<file path="src/hw/rtl/jse_pkg.sv">
// ----------------------------------------------------------------------------
// jse_pkg
// shared types, character constants and helper functions for the string
// escaper
// ----------------------------------------------------------------------------
package jse_pkg;

    localparam int MAX_RUN = 8;
    localparam int RUN_IDX_W = $clog2(MAX_RUN);
    localparam int RUN_LEN_W = $clog2(MAX_RUN + 1);

    localparam logic [7:0] CHAR_BACKSLASH = 8'h5c;
    localparam logic [7:0] CHAR_U         = 8'h75;
    localparam logic [7:0] CHAR_ZERO      = 8'h30;
    localparam logic [7:0] CHAR_A         = 8'h61;
    localparam logic [7:0] CTRL_MAX       = 8'h1f;

    localparam logic [7:0] QUOTE_RESET  = 8'h22;
    localparam logic       QUOTED_RESET = 1'b1;

    typedef enum logic
    {
        CFG_QUOTE_BYTE  = 1'b0,
        CFG_QUOTED_MODE = 1'b1
    } cfg_index_t;

    // escaped run for one request, first byte in entry 0
    typedef struct packed
    {
        logic [MAX_RUN-1:0][7:0] data;
        logic [RUN_LEN_W-1:0]    len;
    } run_t;

    // second byte of a fixed two-byte escape, zero if the byte has none
    function automatic logic [7:0] two_byte_code(input logic [7:0] c);
        logic [7:0] code;
        begin
            case (c)
                8'h5c:   code = CHAR_BACKSLASH;
                8'h08:   code = 8'h62;
                8'h0c:   code = 8'h66;
                8'h0a:   code = 8'h6e;
                8'h0d:   code = 8'h72;
                8'h09:   code = 8'h74;
                default: code = 8'h00;
            endcase
            return code;
        end
    endfunction

    // lowercase hex digit for one nibble
    function automatic logic [7:0] hex_digit(input logic [3:0] n);
        logic [7:0] d;
        begin
            if (n < 4'd10)
            begin
                d = CHAR_ZERO + {4'd0, n};
            end
            else
            begin
                d = CHAR_A + {4'd0, n} - 8'd10;
            end
            return d;
        end
    endfunction

endpackage

</file>
<file path="src/hw/rtl/jse_encode.sv">
// ----------------------------------------------------------------------------
// jse_encode
// builds the escaped run of one request: optional open quote, the escape
// of the data byte, optional close quote
// ----------------------------------------------------------------------------
module jse_encode
(
    input  logic [7:0]    data_byte,
    input  logic          first_of_string,
    input  logic          last_of_string,
    input  logic          no_char,
    input  logic [7:0]    quote_byte,
    input  logic          quoted_mode,
    output jse_pkg::run_t run
);

    import jse_pkg::*;

    logic [MAX_RUN-1:0][7:0] esc;
    logic [RUN_LEN_W-1:0]    esc_len;
    logic [7:0]              two;
    logic                    open_q;
    logic                    close_q;

    always_comb
    begin
        logic [RUN_LEN_W-1:0] j;
        j       = '0;
        esc     = '0;
        esc_len = '0;
        two     = two_byte_code(data_byte);
        if (!no_char)
        begin
            // fixed escapes win over the quote test, quote over control bytes
            if (two != 8'h00)
            begin
                esc[0]  = CHAR_BACKSLASH;
                esc[1]  = two;
                esc_len = RUN_LEN_W'(2);
            end
            else if (data_byte == quote_byte)
            begin
                esc[0]  = CHAR_BACKSLASH;
                esc[1]  = quote_byte;
                esc_len = RUN_LEN_W'(2);
            end
            else if (data_byte <= CTRL_MAX)
            begin
                esc[0]  = CHAR_BACKSLASH;
                esc[1]  = CHAR_U;
                esc[2]  = CHAR_ZERO;
                esc[3]  = CHAR_ZERO;
                esc[4]  = hex_digit(data_byte[7:4]);
                esc[5]  = hex_digit(data_byte[3:0]);
                esc_len = RUN_LEN_W'(6);
            end
            else
            begin
                esc[0]  = data_byte;
                esc_len = RUN_LEN_W'(1);
            end
        end

        open_q  = quoted_mode && first_of_string;
        close_q = quoted_mode && last_of_string;

        run.len = RUN_LEN_W'(open_q) + esc_len + RUN_LEN_W'(close_q);
        for (int i = 0; i < MAX_RUN; i++)
        begin
            j = RUN_LEN_W'(i) - RUN_LEN_W'(open_q);
            if (open_q && (i == 0))
            begin
                run.data[i] = quote_byte;
            end
            else if (j < esc_len)
            begin
                run.data[i] = esc[j[RUN_IDX_W-1:0]];
            end
            else
            begin
                run.data[i] = quote_byte;
            end
        end
    end

endmodule

</file>
<file path="src/hw/rtl/json_style_string_escaper_unit.sv">
// ----------------------------------------------------------------------------
// json_style_string_escaper_unit
// escapes a byte stream JSON style, one escaped run per input request
// ----------------------------------------------------------------------------
// datapath: each byte moves from the run register through the output register
//   to m_tdata; one output byte per cycle while m_tready is high
// a request of n bytes holds the run register until its last byte is popped,
//   a request with an empty run is taken and dropped without output
// the run register and the output register decouple input and output
// reset: quote byte 0x22, quoted mode on, run and output registers empty
module json_style_string_escaper_unit
(
    input  logic       clk,
    input  logic       rst_n,

    input  logic       s_tvalid,
    output logic       s_tready,
    input  logic [7:0] s_tdata,   // [7:0] data_byte
    input  logic [1:0] s_tuser,   // [0] first_of_string, [1] no_char
    input  logic       s_tlast,   // last_of_string

    output logic       m_tvalid,
    input  logic       m_tready,
    output logic [7:0] m_tdata,   // [7:0] out_byte
    output logic       m_tlast,   // last_of_run

    input  logic       cfg_valid,
    output logic       cfg_ready,
    input  logic       cfg_index,
    input  logic [7:0] cfg_data
);

    import jse_pkg::*;

    logic [7:0]           quote_reg;
    logic                 quoted_reg;

    run_t                 new_run;
    run_t                 run_reg;
    logic                 run_valid_reg;
    logic [RUN_IDX_W-1:0] idx_reg;

    logic                 m_valid_reg;
    logic [7:0]           m_data_reg;
    logic                 m_last_reg;

    logic                 out_load;
    logic                 pop;
    logic                 pop_last;
    logic                 s_take;

    jse_encode u_encode
    (
        .data_byte       (s_tdata),
        .first_of_string (s_tuser[0]),
        .last_of_string  (s_tlast),
        .no_char         (s_tuser[1]),
        .quote_byte      (quote_reg),
        .quoted_mode     (quoted_reg),
        .run             (new_run)
    );

    assign cfg_ready = 1'b1;

    always_ff @(posedge clk or negedge rst_n)
    begin
        if (!rst_n)
        begin
            quote_reg  <= QUOTE_RESET;
            quoted_reg <= QUOTED_RESET;
        end
        else if (cfg_valid && cfg_ready)
        begin
            case (cfg_index_t'(cfg_index))
                CFG_QUOTE_BYTE:  quote_reg  <= cfg_data;
                CFG_QUOTED_MODE: quoted_reg <= cfg_data[0];
                default:         quote_reg  <= quote_reg;
            endcase
        end
    end

    assign out_load = !m_valid_reg || m_tready;
    assign pop      = run_valid_reg && out_load;
    assign pop_last = (RUN_LEN_W'(idx_reg) + RUN_LEN_W'(1)) == run_reg.len;
    assign s_tready = !run_valid_reg || (pop && pop_last);
    assign s_take   = s_tvalid && s_tready;

    always_ff @(posedge clk or negedge rst_n)
    begin
        if (!rst_n)
        begin
            run_valid_reg <= 1'b0;
            idx_reg       <= '0;
        end
        else if (s_take)
        begin
            // requests with an empty run are dropped here
            run_valid_reg <= (new_run.len != '0);
            idx_reg       <= '0;
        end
        else if (pop)
        begin
            run_valid_reg <= !pop_last;
            idx_reg       <= idx_reg + RUN_IDX_W'(1);
        end
    end

    always_ff @(posedge clk)
    begin
        if (s_take)
        begin
            run_reg <= new_run;
        end
    end

    always_ff @(posedge clk or negedge rst_n)
    begin
        if (!rst_n)
        begin
            m_valid_reg <= 1'b0;
        end
        else if (out_load)
        begin
            m_valid_reg <= run_valid_reg;
        end
    end

    always_ff @(posedge clk)
    begin
        if (pop)
        begin
            m_data_reg <= run_reg.data[idx_reg];
            m_last_reg <= pop_last;
        end
    end

    assign m_tvalid = m_valid_reg;
    assign m_tdata  = m_data_reg;
    assign m_tlast  = m_last_reg;

    // a held run is never empty and its pointer stays inside it
    a_run_nonempty : assert property (@(posedge clk) disable iff (!rst_n)
        run_valid_reg |-> (run_reg.len != '0) && (RUN_LEN_W'(idx_reg) < run_reg.len))
        else $error("run register holds an empty run or pointer past its end");

    // a request with a nonempty run is held next cycle
    a_take_holds : assert property (@(posedge clk) disable iff (!rst_n)
        (s_take && (new_run.len != '0)) |=> run_valid_reg && (idx_reg == '0))
        else $error("accepted request was not captured");

    // the final byte of a run carries tlast
    a_last_marked : assert property (@(posedge clk) disable iff (!rst_n)
        (pop && pop_last) |=> m_tvalid && m_tlast)
        else $error("final byte of run missing tlast");

    // input is only taken when the run register is free or finishing
    a_no_overrun : assert property (@(posedge clk) disable iff (!rst_n)
        (s_take && run_valid_reg) |-> (pop && pop_last))
        else $error("request accepted over an unfinished run");

endmodule
</file>
<file path="config.mk">
export PLATFORM = sky130hd
export DESIGN_NAME = json_style_string_escaper_unit
export DESIGN_NICKNAME = d
export VERILOG_FILES = /design/src/hw/rtl/jse_pkg.sv /design/src/hw/rtl/jse_encode.sv /design/src/hw/rtl/json_style_string_escaper_unit.sv
export SDC_FILE = /design/constraint.sdc
export NUM_CORES = 1
export LEC_CHECK = 0
export BUFFER_PORTS_ARGS = -buffer_cell sky130_fd_sc_hd__buf_4
export CAP_MARGIN = 40
export CORE_UTILIZATION = 65
export CTS_CLUSTER_SIZE = 20
export DETAILED_ROUTE_END_ITERATION = 8
export HOLD_SLACK_MARGIN = 0.02
export PLACE_DENSITY = 0.86
export SYNTH_ARGS = -nofsm -noshare
export SYNTH_HDL_FRONTEND = slang
export SYNTH_SLANG_ARGS = --single-unit
</file>
<file path="constraint.sdc">
create_clock -name clk -period 7.3 [get_ports clk]
set_input_delay 1.46 -clock clk [delete_from_list [all_inputs] [get_ports clk]]
set_output_delay 1.46 -clock clk [all_outputs]
set_load 0.05 [all_outputs]
</file>
## Word level (Yosys, flattened, before mapping)

Index checks and enable logic that the tools add are counted.
Widths: inputs -> output; s select.

- Register bits after elaboration: 91
- Output and inout port bits: 12
- Word-level logic and storage cells: 123

- Add/subtract/negate cells: 18
- $lt $le $gt $ge: 20
- Equality and inequality tests: 8
- Muxes and demuxes: 45
- Bitwise gates (word level): 1
- Reduce and logical (&&, ||, !) cells: 15

Operators by type and width:

| kind | count |
|---|---|
| $bmux 8 s3 | 9 |
| $mux 8 | 21 |
| $mux 32 | 2 |
| $mux 48 | 1 |
| $pmux 7 s6 | 1 |
| $eq 8x4->1 const B | 5 |
| $mux 40 | 1 |
| $lt 3x4->1 const B | 9 |
| $lt 4x4->1 | 8 |
| $mux 16 | 2 |
| $add 7x4->8 const A | 2 |
| $sub 3x1->4 const A | 4 |
| $sub 8x4->8 const B | 2 |
| $add 6x4->7 const A | 2 |
| $mux 3 | 4 |
| $eq 8x7->1 const B | 1 |
| $eq 8x8->1 | 1 |
| $le 8x5->1 const B | 1 |
| $lt 4x4->1 const B | 2 |
| $mux 4 | 2 |
| $reduce_bool 8->1 | 1 |
| $sub 2x1->3 const A | 2 |
| $logic_and 1x1->1 | 5 |
| $add 1x4->4 | 1 |
| other kinds (12) | 18 |

## Logic depth before layout (Yosys ltp)

Gate-level depths: netlist (run 1).

- Word-level depth: 11
- Gate-level depth with buffers: 15
- Mapped depth without buffers: 13

## Modules after synthesis

Synthesis (run 1) repeated with hierarchy kept, for this count alone.

- Cell total of the unflattened synthesis: 428
- Area, all modules: 5260.0 um^2

Modules (own cells, without submodules):

| module | times used | cells an instance | area an instance (um^2) | sequential area each (um^2) |
|---|---|---|---|---|
| json_style_string_escaper_unit | 1 | 174 | 3570.9 | 2666.3 |
| jse_encode | 1 | 254 | 1689.1 | 0.0 |

## Worst setup path before layout (run 1)

OpenSTA, ideal clock, no wires.

- Kind: input to register
- Start point: in s_tdata[1]
- End point: reg run_reg[59] in the netlist's numbering (data pin)
- Arrival: 3.990 ns
- Required time: 7.045 ns
- Slack: 3.056 ns
- Stages on the path: 13
- Path through: buf_2 -> inv_1 -> ha_1 -> and4b_1 -> nand3_1 -> o211ai_4 -> nor3_1 -> ha_1 -> o21bai_1 -> or2_1 -> buf_6 -> buf_6 -> and2_1

- Longest elaborated chain between the ends: 10
- Elaborated cells on any way between the ends: 29
- Those cells by class: add/sub: 2; order compare: 3; eq/ne: 7; mux: 16; reduce/logical: 1

Ends and longest elaborated chain:

| what | line | source |
|---|---|---|
| start: declaration | json_style_string_escaper_unit.sv:18 | `input logic [7:0] s_tdata,` |
| $add 7x4->8 | jse_pkg.sv:61 | `d = CHAR_A + {4'd0, n} - 8'd10;` |
| $sub 8x4->8 | jse_pkg.sv:61 |  |
| $mux 8 | jse_pkg.sv:55 | `if (n < 4'd10)` |
| $mux 40 | jse_encode.sv:47 | `else if (data_byte <= CTRL_MAX)` |
| $mux 32 | jse_encode.sv:41 | `else if (data_byte == quote_byte)` |
| $mux 32 | jse_encode.sv:35 | `if (two != 8'h00)` |
| $mux 48 | jse_encode.sv:32 | `if (!no_char)` |
| $bmux 8 s3 | jse_encode.sv:77 | `run.data[i] = esc[j[RUN_IDX_W-1:0]];` |
| $mux 8 (implied by the code) | jse_encode.sv:77 |  |
| $mux 8 (*) | jse_encode.sv:75 | `else if (j < esc_len)` |
| end signal: assignment | json_style_string_escaper_unit.sv:112 | `run_reg <= new_run;` |
| end: declaration | json_style_string_escaper_unit.sv:39 | `run_t run_reg;` |

Mark *: on every way between the ends. The rest lies on a longest branch, timed or not. The select of a mux whose other input is x is not followed.
A chain may end at the register's enable or synchronous reset.

## Worst setup path after layout (run 1)

- Start point: in s_tdata[1]
- End point: reg run_reg[30] in the netlist's numbering (data pin)

The elaborated chain is that of the path after synthesis.

==> summary.txt, run 1 <==
Power
  – Pwr/cell area: 322 nW/um2
  – Pleak: 0.00209 uW
  – VDD IR-drop max: 149 uV

Global routing
  – Total GRT Usage: 0.349
  – Remaining global-route overflow: 0
  – Largest net degree at the start of global routing: 72
  – Vias in the first global route: 3704
  – First-pass GRT wire length: 20800 um
  – Initial antenna violation count: 0

STA
  – Setup Skew: 0.0115 ns
  – Final min period: 4.63 ns
  – Final hold vios: 0
  – Setup violators final: 0
  – RSZ-0062 raised after global routing: false
  – Post-route clock period utilization: 0.634
  – Fmax: 216 MHz
  – Slew Limit Fails: 0
  – Relative slew margins: 0.402
  – Setup TNS: 0 ns
  – Slew of the pin with the lowest slew margin: 0.890 ns

Synth
  – Post-Syn Area: 5180 um2
  – Ys flop type: edfxtp_1
  – Async SR Flop Fraction: 0.154
  – Mean post-synth cell area: 11.5 um2
  – Net Count, Synth: 491
  – Flops & latches, synth: 91
  – Register area share after synthesis: 0.515
  – Synth cell types: 60
  – Number of enable flip-flop cells after synthesis: 77
  – Yosys warns: 0
  – Post-Syn Instances: 450

Clock tree
  – Worst skew pair latency: 0.37 ns
  – Bufs on Longest Clock Path: 2
  – H-tree depth: 3
  – CTS tree: done
  – Root buffer cell: clkbuf_8
  – CTS Sinks: 91
  – Hold buffers post-CTS: 0
  – Clock buffer count from CTS: 9
  – Clock Pin Slew Worst Setup and Hold Paths: 0.09 ns
  – Cells resized by post-CTS repair: 0
  – Post-CTS Setup Inserts: 0

Setup path
  – CP endpoint kind: flip-flop
  – CP required: 7.39 ns
  – Critical Path Fanout Max: 13
  – Crit path DAT: 4.72 ns
  – Crit path launch type: input pin
  – Critical path class: input pin to flip-flop
  – R2r setup slk: 3.72 ns

Die
  – Core Area: 7730 um2
  – Die W: 91.3 um
  – Num ports: 37
  – Die area: 8330 um2
  – Number of cell rows: 32
  – Die Height: 91.3 um
  – Initial Util: 0.670

Route
  – Number of vias per cell: 6.58
  – Routed vias: 3788
  – Drt first-iter violations: 415
  – Post-route DRC violation count: 0
  – Drt total wl: 13500 um
  – Post-route ant nets: 0
  – Wirelength per Cell: 23.4 um
  – Pre-antenna DRT Iters: 5

Finish
  – Max reg flops: 68
  – Share of layout cells above drive strength 1: 0.211
  – # diodes: 0
  – Multi-input gate area: 2320 um2
  – Cell Count, Final, Fillers Out: 576
  – Final nets: 510
  – Syn-to-layout area delta: 9.49%
  – Seq. cell area: 2670 um2
  – Fillcell total: 516

Hold path
  – HP Class: flip-flop to flip-flop

Run
  – Maxcap violations: 0

Place
  – Post-DP HPWL: 9540 um
  – GPL Wtd Cong: 0.999
  – IO buf count: 35
  – Post-Place Cells: 560

Outcome
  – Outcome: finished clean
[metal layers]
metal  global-route usage  share of wire  wire [um]
met5                    0              0          0
met1                0.461           0.38       5080
met4                0.107          0.024        320
met2                0.583           0.50       6800
met3               0.0737          0.095       1280
[metrics by stage]
stage	utilization	area [um2]	hold slack, ns	setup slack [ns]	total power [uW]
after floorplan	-	5180	0.455	3.06	1270
after global placement	0.705	5450	0.469	2.44	1430
after detailed placement	0.708	5470	0.500	2.35	1480
after CTS	0.734	5670	0.522	2.74	1820
after global routing	0.734	5670	0.545	2.47	1900
final	0.734	5670	0.524	2.67	1820
[cell usage after synthesis (all sizes together), types with 2 or more instances]
cell | n | area share
a211oi | 3 | 0.0043
a21boi | 2 | 0.0036
a21o | 6 | 0.0087
a21oi | 20 | 0.019
a22o | 4 | 0.0068
a31oi | 4 | 0.0048
a32o | 4 | 0.0077
a32oi | 3 | 0.0051
and2 | 16 | 0.019
and4 | 3 | 0.0051
buf | 10 | 0.013
clkbuf | 20 | 0.014
dfrtp | 11 | 0.053
dfstp | 3 | 0.015
edfxtp | 77 | 0.45
ha | 15 | 0.036
inv | 12 | 0.0087
mux2 | 16 | 0.035
mux4 | 16 | 0.070
nand2 | 62 | 0.045
nand2b | 5 | 0.0060
nand3 | 11 | 0.011
nand4 | 7 | 0.0085
nor2 | 22 | 0.016
nor2b | 8 | 0.0097
nor3 | 9 | 0.011
o211ai | 2 | 0.0056
o21ai | 29 | 0.029
o21bai | 2 | 0.0029
o22ai | 2 | 0.0024
o31ai | 11 | 0.019
o41ai | 3 | 0.0065
or2 | 2 | 0.0024
or3 | 3 | 0.0036
xnor2 | 12 | 0.020
xor2 | 2 | 0.0034
[report_power, final]
group	internal (uW)	switching, uW	total, uW
Combinational	272	402	674
Sequential	731	72.1	803
Clock	162	186	348
[critical path, cell delays in order]
cell	delay (ns)
buf_4	0.16
inv_1	0.12
ha_1	0.29
and4b_1	0.23
nand3_1	0.20
o211ai_4	0.17
nor3_1	0.71
ha_1	0.58
nand2_1	0.10
a21oi_1	0.56
nor2b_1	0.13
[cell type report]
cell class	count	share of cell area
flip-flops and latches	91	0.470
multi-input cells	316	0.410
repair buffers	38	0.0538
clock buffers	10	0.0225
well taps	102	0.0225
clock inverters	6	0.0128
inverters	13	0.00860
[cell usage in the layout, fill, tap and decap left out, drive strengths merged, types with 3 or more instances in the layout]
master  count
a31oi       4
dfstp       3
a211oi      3
nor2b       8
mux4       16
o21ai      29
nor2       22
or3         3
a21o        6
nand2b      5
nand2      62
edfxtp     77
a21oi      20
nand4       7
nor3        9
nand3      11
a22o        4
clkbuf     10
inv        14
xnor2      12
and2       16
a32o        4
dfrtp      11
ha         15
and4        3
a32oi       3
mux2       16
buf        38
o41ai       3
o31ai      11
clkinv      3
[kinds of logic after synthesis]
kind of cell | Yosys count | share of synthesized area
AOI/OAI and AO/OA | 101 | 0.136
xor gates and xnor gates | 14 | 0.0237
adders and majority gates | 16 | 0.0401
buffers and inverters | 43 | 0.0369
DFF | 91 | 0.515
muxes | 32 | 0.104
other | 1 | 0.000724
and+or+nand+nor | 152 | 0.144
[worst paths after layout]
path / end / from / cells past startpoint
setup / recovery: run_reg[30] / s_tdata[1] / 11
hold / removal: m_tvalid / run_valid_reg / 2
setup reg to reg: run_reg[30] / quote_reg[4] / 8
hold reg to reg: m_tvalid / run_valid_reg / 2
max in group asynchronous: quote_reg[5] / rst_n / 1
min in group asynchronous: idx_reg[2] / rst_n / 1
(Power assumes the default switching activity.)
==> run 2: changes to the inputs <==
- CORE_UTILIZATION: 65 -> 55
- PLACE_DENSITY: 0.86 -> 0.78
- clock period: 7.3 -> 4.2 ns (I/O delays scaled with it)
==> summary.txt, run 2 (synthesized netlist as in run 1, its figures left out) <==
Route
  – Routed vias: 3741
  – Number of vias per cell: 6.28
  – Post-route DRC violation count: 0
  – Drt first-iter violations: 262
  – Post-route ant nets: 0
  – Pre-antenna DRT Iters: 5
  – Drt total wl: 12700 um
  – Wirelength per Cell: 21.4 um

Global routing
  – Initial antenna violation count: 0
  – Remaining global-route overflow: 0
  – Total GRT Usage: 0.279
  – Global routing usage on met3: 0.0418
  – Largest net degree at the start of global routing: 43
  – M2 GR Usage: 0.458
  – Met1 usage: 0.377
  – First-pass GRT wire length: 20200 um
  – Vias in the first global route: 3733
  – Most Crowded Layer GR: met2

Power
  – Register share of total power: 0.437
  – Pleak: 0.00214 uW
  – Pint: 2020 uW
  – Part of the power in the clock network: 0.199
  – VDD IR-drop max: 273 uV
  – Final Power: 3140 uW
  – Pwr/cell area: 545 nW/um2
  – NetSw: 1120 uW
  – Combinational group share of total power: 0.364
  – Sw frac: 0.358

Run
  – Maxcap violations: 0

Clock tree
  – Hold buffers post-CTS: 0
  – H-tree depth: 3
  – Worst skew pair latency: 0.37 ns
  – Cells resized by post-CTS repair: 0
  – Bufs on Longest Clock Path: 2
  – Root buffer cell: clkbuf_8
  – Clock Pin Slew Worst Setup and Hold Paths: 0.10 ns
  – Post-CTS Setup Inserts: 0
  – CTS tree: done
  – Clock buffer count from CTS: 9
  – CTS Sinks: 91

Setup path
  – CP required: 4.32 ns
  – Critical path class: input pin to flip-flop
  – CP endpoint kind: flip-flop
  – Critical Path Fanout Max: 13
  – R2r setup slk: 0.79 ns
  – FF-to-FF path depth: 10
  – Crit path cell chain: buf_4, inv_1, ha_1, and4b_1, nand3_1, o211ai_4, o21ai_2, ha_1, o21bai_1, nand2_1, nand2_1, nor2_1, a32o_1
  – Slowest cell on the critical path: o21ai_2
  – Crit path launch type: input pin
  – Worst reg2reg endpoint: run_reg[11]
  – Crit path DAT: 3.76 ns
  – R2r startpoint: quote_reg[1]
  – Critical Path Max Stage Delay: 0.37 ns

Die
  – Die Height: 99.1 um
  – Num ports: 37
  – Number of cell rows: 35
  – Core Area: 9200 um2
  – Die W: 99.1 um
  – Die area: 9810 um2
  – Initial Util: 0.563

Place
  – IO buf count: 35
  – GPL Wtd Cong: 0.976
  – Post-DP HPWL: 9390 um

Finish
  – Final nets: 521
  – Most frequent cells in the layout: edfxtp_1, nand2_1, buf_4
  – Fillcell total: 737
  – Share of layout cells above drive strength 1: 0.231
  – Max reg flops: 68
  – Syn-to-layout area delta: 11.2%
  – Commonest non-fill, non-tap cell in the layout: edfxtp_1
  – # diodes: 0

STA
  – Setup Skew: 0.0138 ns
  – Setup violators final: 0
  – Final hold vios: 0
  – Fmax: 275 MHz
  – Post-route clock period utilization: 0.867
  – Slew of the pin with the lowest slew margin: 0.760 ns
  – RSZ-0062 raised after global routing: false
  – Slew Limit Fails: 0
  – Final min period: 3.64 ns
  – Setup TNS: 0 ns
  – Relative slew margins: 0.488

Hold path
  – HP Class: input pin to async pin

Outcome
  – Outcome: finished clean
-- run 2: layer usage --
layer	vias up	wire, um
met5	-	0
met4	0	373
met3	30	717
met2	142	6170
met1	1828	5470
li1	1741	-
-- run 2: per-stage QoR --
step	cells	hold slack, ns	setup WS (ns)	cell area (um2)	util
final	596	0.310	0.560	5760	0.626
after global routing	596	0.310	0.337	5760	0.626
after CTS	596	0.298	0.610	5760	0.626
after detailed placement	580	0.484	0.216	5550	0.603
after global placement	580	0.478	0.296	5550	0.603
after floorplan	450	0.455	0.208	5180	-
-- run 2: cell type report --
type | instances | area [um2] | area share
repair buffers | 49 | 368 | 0.0639
clock inverters | 7 | 88.8 | 0.0154
clock buffers | 9 | 124 | 0.0215
inverters | 13 | 48.8 | 0.00847
well taps | 111 | 139 | 0.0241
multi-input cells | 316 | 2320 | 0.404
flip-flops and latches | 91 | 2670 | 0.463
-- run 2: how the worst max path moves through the flow --
stage,start,endpoint,slack (ns),depth (start not counted)
floorplan,idx_reg[0],idx_reg[0],0.21,7
global placement,s_tdata[1],run_reg[11],0.30,13
detailed placement,s_tdata[1],run_reg[11],0.22,13
CTS,s_tdata[1],run_reg[11],0.61,13
global route,s_tdata[1],run_reg[8],0.34,14
finish,s_tdata[1],run_reg[11],0.56,13
-- run 2: critical path, delay by kind of cell --
kind / cells / cell delay, ns
simple gates: 5 / 1.05
compound gates: 4 / 1.02
fa+ha+maj: 2 / 0.59
buf+inv: 2 / 0.26
-- run 2: power groups by stage --
stage	clock (uW)	sequential [uW]	combinational, uW
4_1_cts	635	1370	1150
3_3_place_gp	0	1380	1120
2_1_floorplan	0	1510	701
6_report	626	1370	1140
5_1_grt	666	1390	1230
3_5_place_dp	0	1390	1150
==> run 3: changes to the inputs <==
- CORE_ASPECT_RATIO: unset -> 0.7
==> summary.txt, run 3 (synthesized netlist as in run 1, its figures left out) <==
STA
  – Setup violators final: 0
  – Setup Skew: 0.00600 ns
  – Slew Limit Fails: 0
  – Relative slew margins: 0.466
  – Setup TNS: 0 ns
  – RSZ-0062 raised after global routing: false
  – Post-route clock period utilization: 0.880
  – Final hold vios: 0
  – Slew of the pin with the lowest slew margin: 0.797 ns
  – Final min period: 3.69 ns
  – Fmax: 271 MHz

Place
  – IO buf count: 35
  – GPL Wtd Cong: 0.925
  – Post-DP HPWL: 9680 um
  – Cell Area, Placed: 5580 um2

Global routing
  – Total GRT Usage: 0.289
  – Vias in the first global route: 3692
  – Initial antenna violation count: 0
  – Largest net degree at the start of global routing: 37
  – First-pass GRT wire length: 20900 um
  – Remaining global-route overflow: 0

Finish
  – Max reg flops: 68
  – Commonest non-fill, non-tap cell in the layout: edfxtp_1
  – Final Instance Area: 5880 um2
  – Multi-input gate area: 2320 um2
  – # diodes: 0
  – Final nets: 522
  – Syn-to-layout area delta: 13.5%
  – Fillcell total: 733
  – Seq. cell area: 2670 um2
  – Most frequent cells in the layout: edfxtp_1, nand2_1, buf_4
  – Share of layout cells above drive strength 1: 0.230

Route
  – Post-route DRC violation count: 0
  – Detailed route wirelength on metal2: 5880 um
  – Post-route ant nets: 0
  – Number of vias per cell: 6.25
  – Pre-antenna DRT Iters: 5
  – Drt total wl: 13300 um
  – Met1 wire length: 5730 um
  – Wirelength per Cell: 21.8 um
  – Routed vias: 3813
  – Met3 WL: 1450 um
  – DR top layer: met4
  – Drt first-iter violations: 382

Clock tree
  – Post-CTS Setup Inserts: 0
  – Hold buffers post-CTS: 0
  – Worst skew pair latency: 0.34 ns
  – CTS Sinks: 91
  – CTS tree: done
  – H-tree depth: 3
  – Bufs on Longest Clock Path: 2
  – Clock Pin Slew Worst Setup and Hold Paths: 0.07 ns
  – Clock buffer count from CTS: 9
  – Root buffer cell: clkbuf_16
  – Cells resized by post-CTS repair: 0

Die
  – Die Height: 83.2 um
  – Number of cell rows: 29
  – Initial Util: 0.569
  – Num ports: 37
  – Die area: 9820 um2
  – Core Area: 9110 um2
  – Die W: 118 um

Power
  – VDD IR-drop max: 279 uV
  – Pint: 2210 uW
  – Register share of total power: 0.409
  – Pleak: 0.00220 uW
  – Combinational group share of total power: 0.345
  – Final Power: 3360 uW
  – Sw frac: 0.342
  – Part of the power in the clock network: 0.246
  – NetSw: 1150 uW
  – Pwr/cell area: 572 nW/um2

Setup path
  – CP endpoint kind: flip-flop
  – Critical Path Fanout Max: 15
  – R2r setup slk: 0.82 ns
  – CP required: 4.28 ns
  – Worst reg2reg endpoint: run_reg[55]
  – FF-to-FF path depth: 8
  – Crit path launch type: input pin
  – R2r startpoint: quote_reg[1]
  – Critical path class: input pin to flip-flop
  – Crit path DAT: 3.77 ns

Outcome
  – Outcome: finished clean

Hold path
  – HP Class: input pin to async pin

Run
  – Maxcap violations: 0
==> run 3: cell types whose count changed in the layout (fill, tap and decap cells not counted), sizes merged <==
cell,before,now
buf,49,50
clkbuf,9,10
clkinv,3,2
clkinvlp,3,1
inv,13,15
==> run 3: worst max-delay path: stages <==
cell,delay (ns)
buf_4,0.16
inv_1,0.12
ha_1,0.28
and4b_1,0.23
nand3_1,0.21
o211ai_4,0.16
o21ai_2,0.36
ha_1,0.30
o21bai_1,0.45
or2_1,0.50
o41ai_2,0.15
==> run 3: layout make-up <==
type                            instances  area share
Inverter                               13     0.00829
Clock inverter                          6      0.0121
Tap cell                              124      0.0264
Multi-Input combinational cell        316       0.395
Clock buffer                           10      0.0389
Sequential cell                        91       0.453
Timing Repair Buffer                   50      0.0659
==> run 3: worst max-delay path by stage <==
stage,from,end,slack (ns),cells after the start
6_report,s_tdata[1],run_reg[55],0.51,11
2_1_floorplan,idx_reg[0],idx_reg[0],0.21,7
5_1_grt,s_tdata[1],run_reg[55],0.30,12
3_3_place_gp,s_tdata[1],run_reg[58],0.33,11
4_1_cts,s_tdata[1],run_reg[55],0.56,11
3_5_place_dp,s_tdata[1],run_reg[55],0.20,11
==> run 3: through the flow <==
stage,hold slack (ns),cells,util,setup WS [ns]
final,0.352,610,0.646,0.506
after global placement,0.475,593,0.612,0.332
after detailed placement,0.494,594,0.613,0.195
after global routing,0.359,610,0.646,0.298
after floorplan,0.455,450,-,0.208
after CTS,0.348,610,0.646,0.561
==> run 3: metal layers <==
layer | up-vias | GRT usage
met5 | - | 0
met4 | 0 | 0.0793
met3 | 26 | 0.0804
met2 | 202 | 0.436
met1 | 1846 | 0.410
li1 | 1739 | -
==> run 3: power by group through the flow <==
stage	sequential, uW	combinational [uW]	clock (uW)
detailed placement	1400	1160	0
global placement	1380	1130	0
finish	1380	1160	827
CTS	1380	1160	840
global route	1400	1250	862
floorplan	1510	701	0
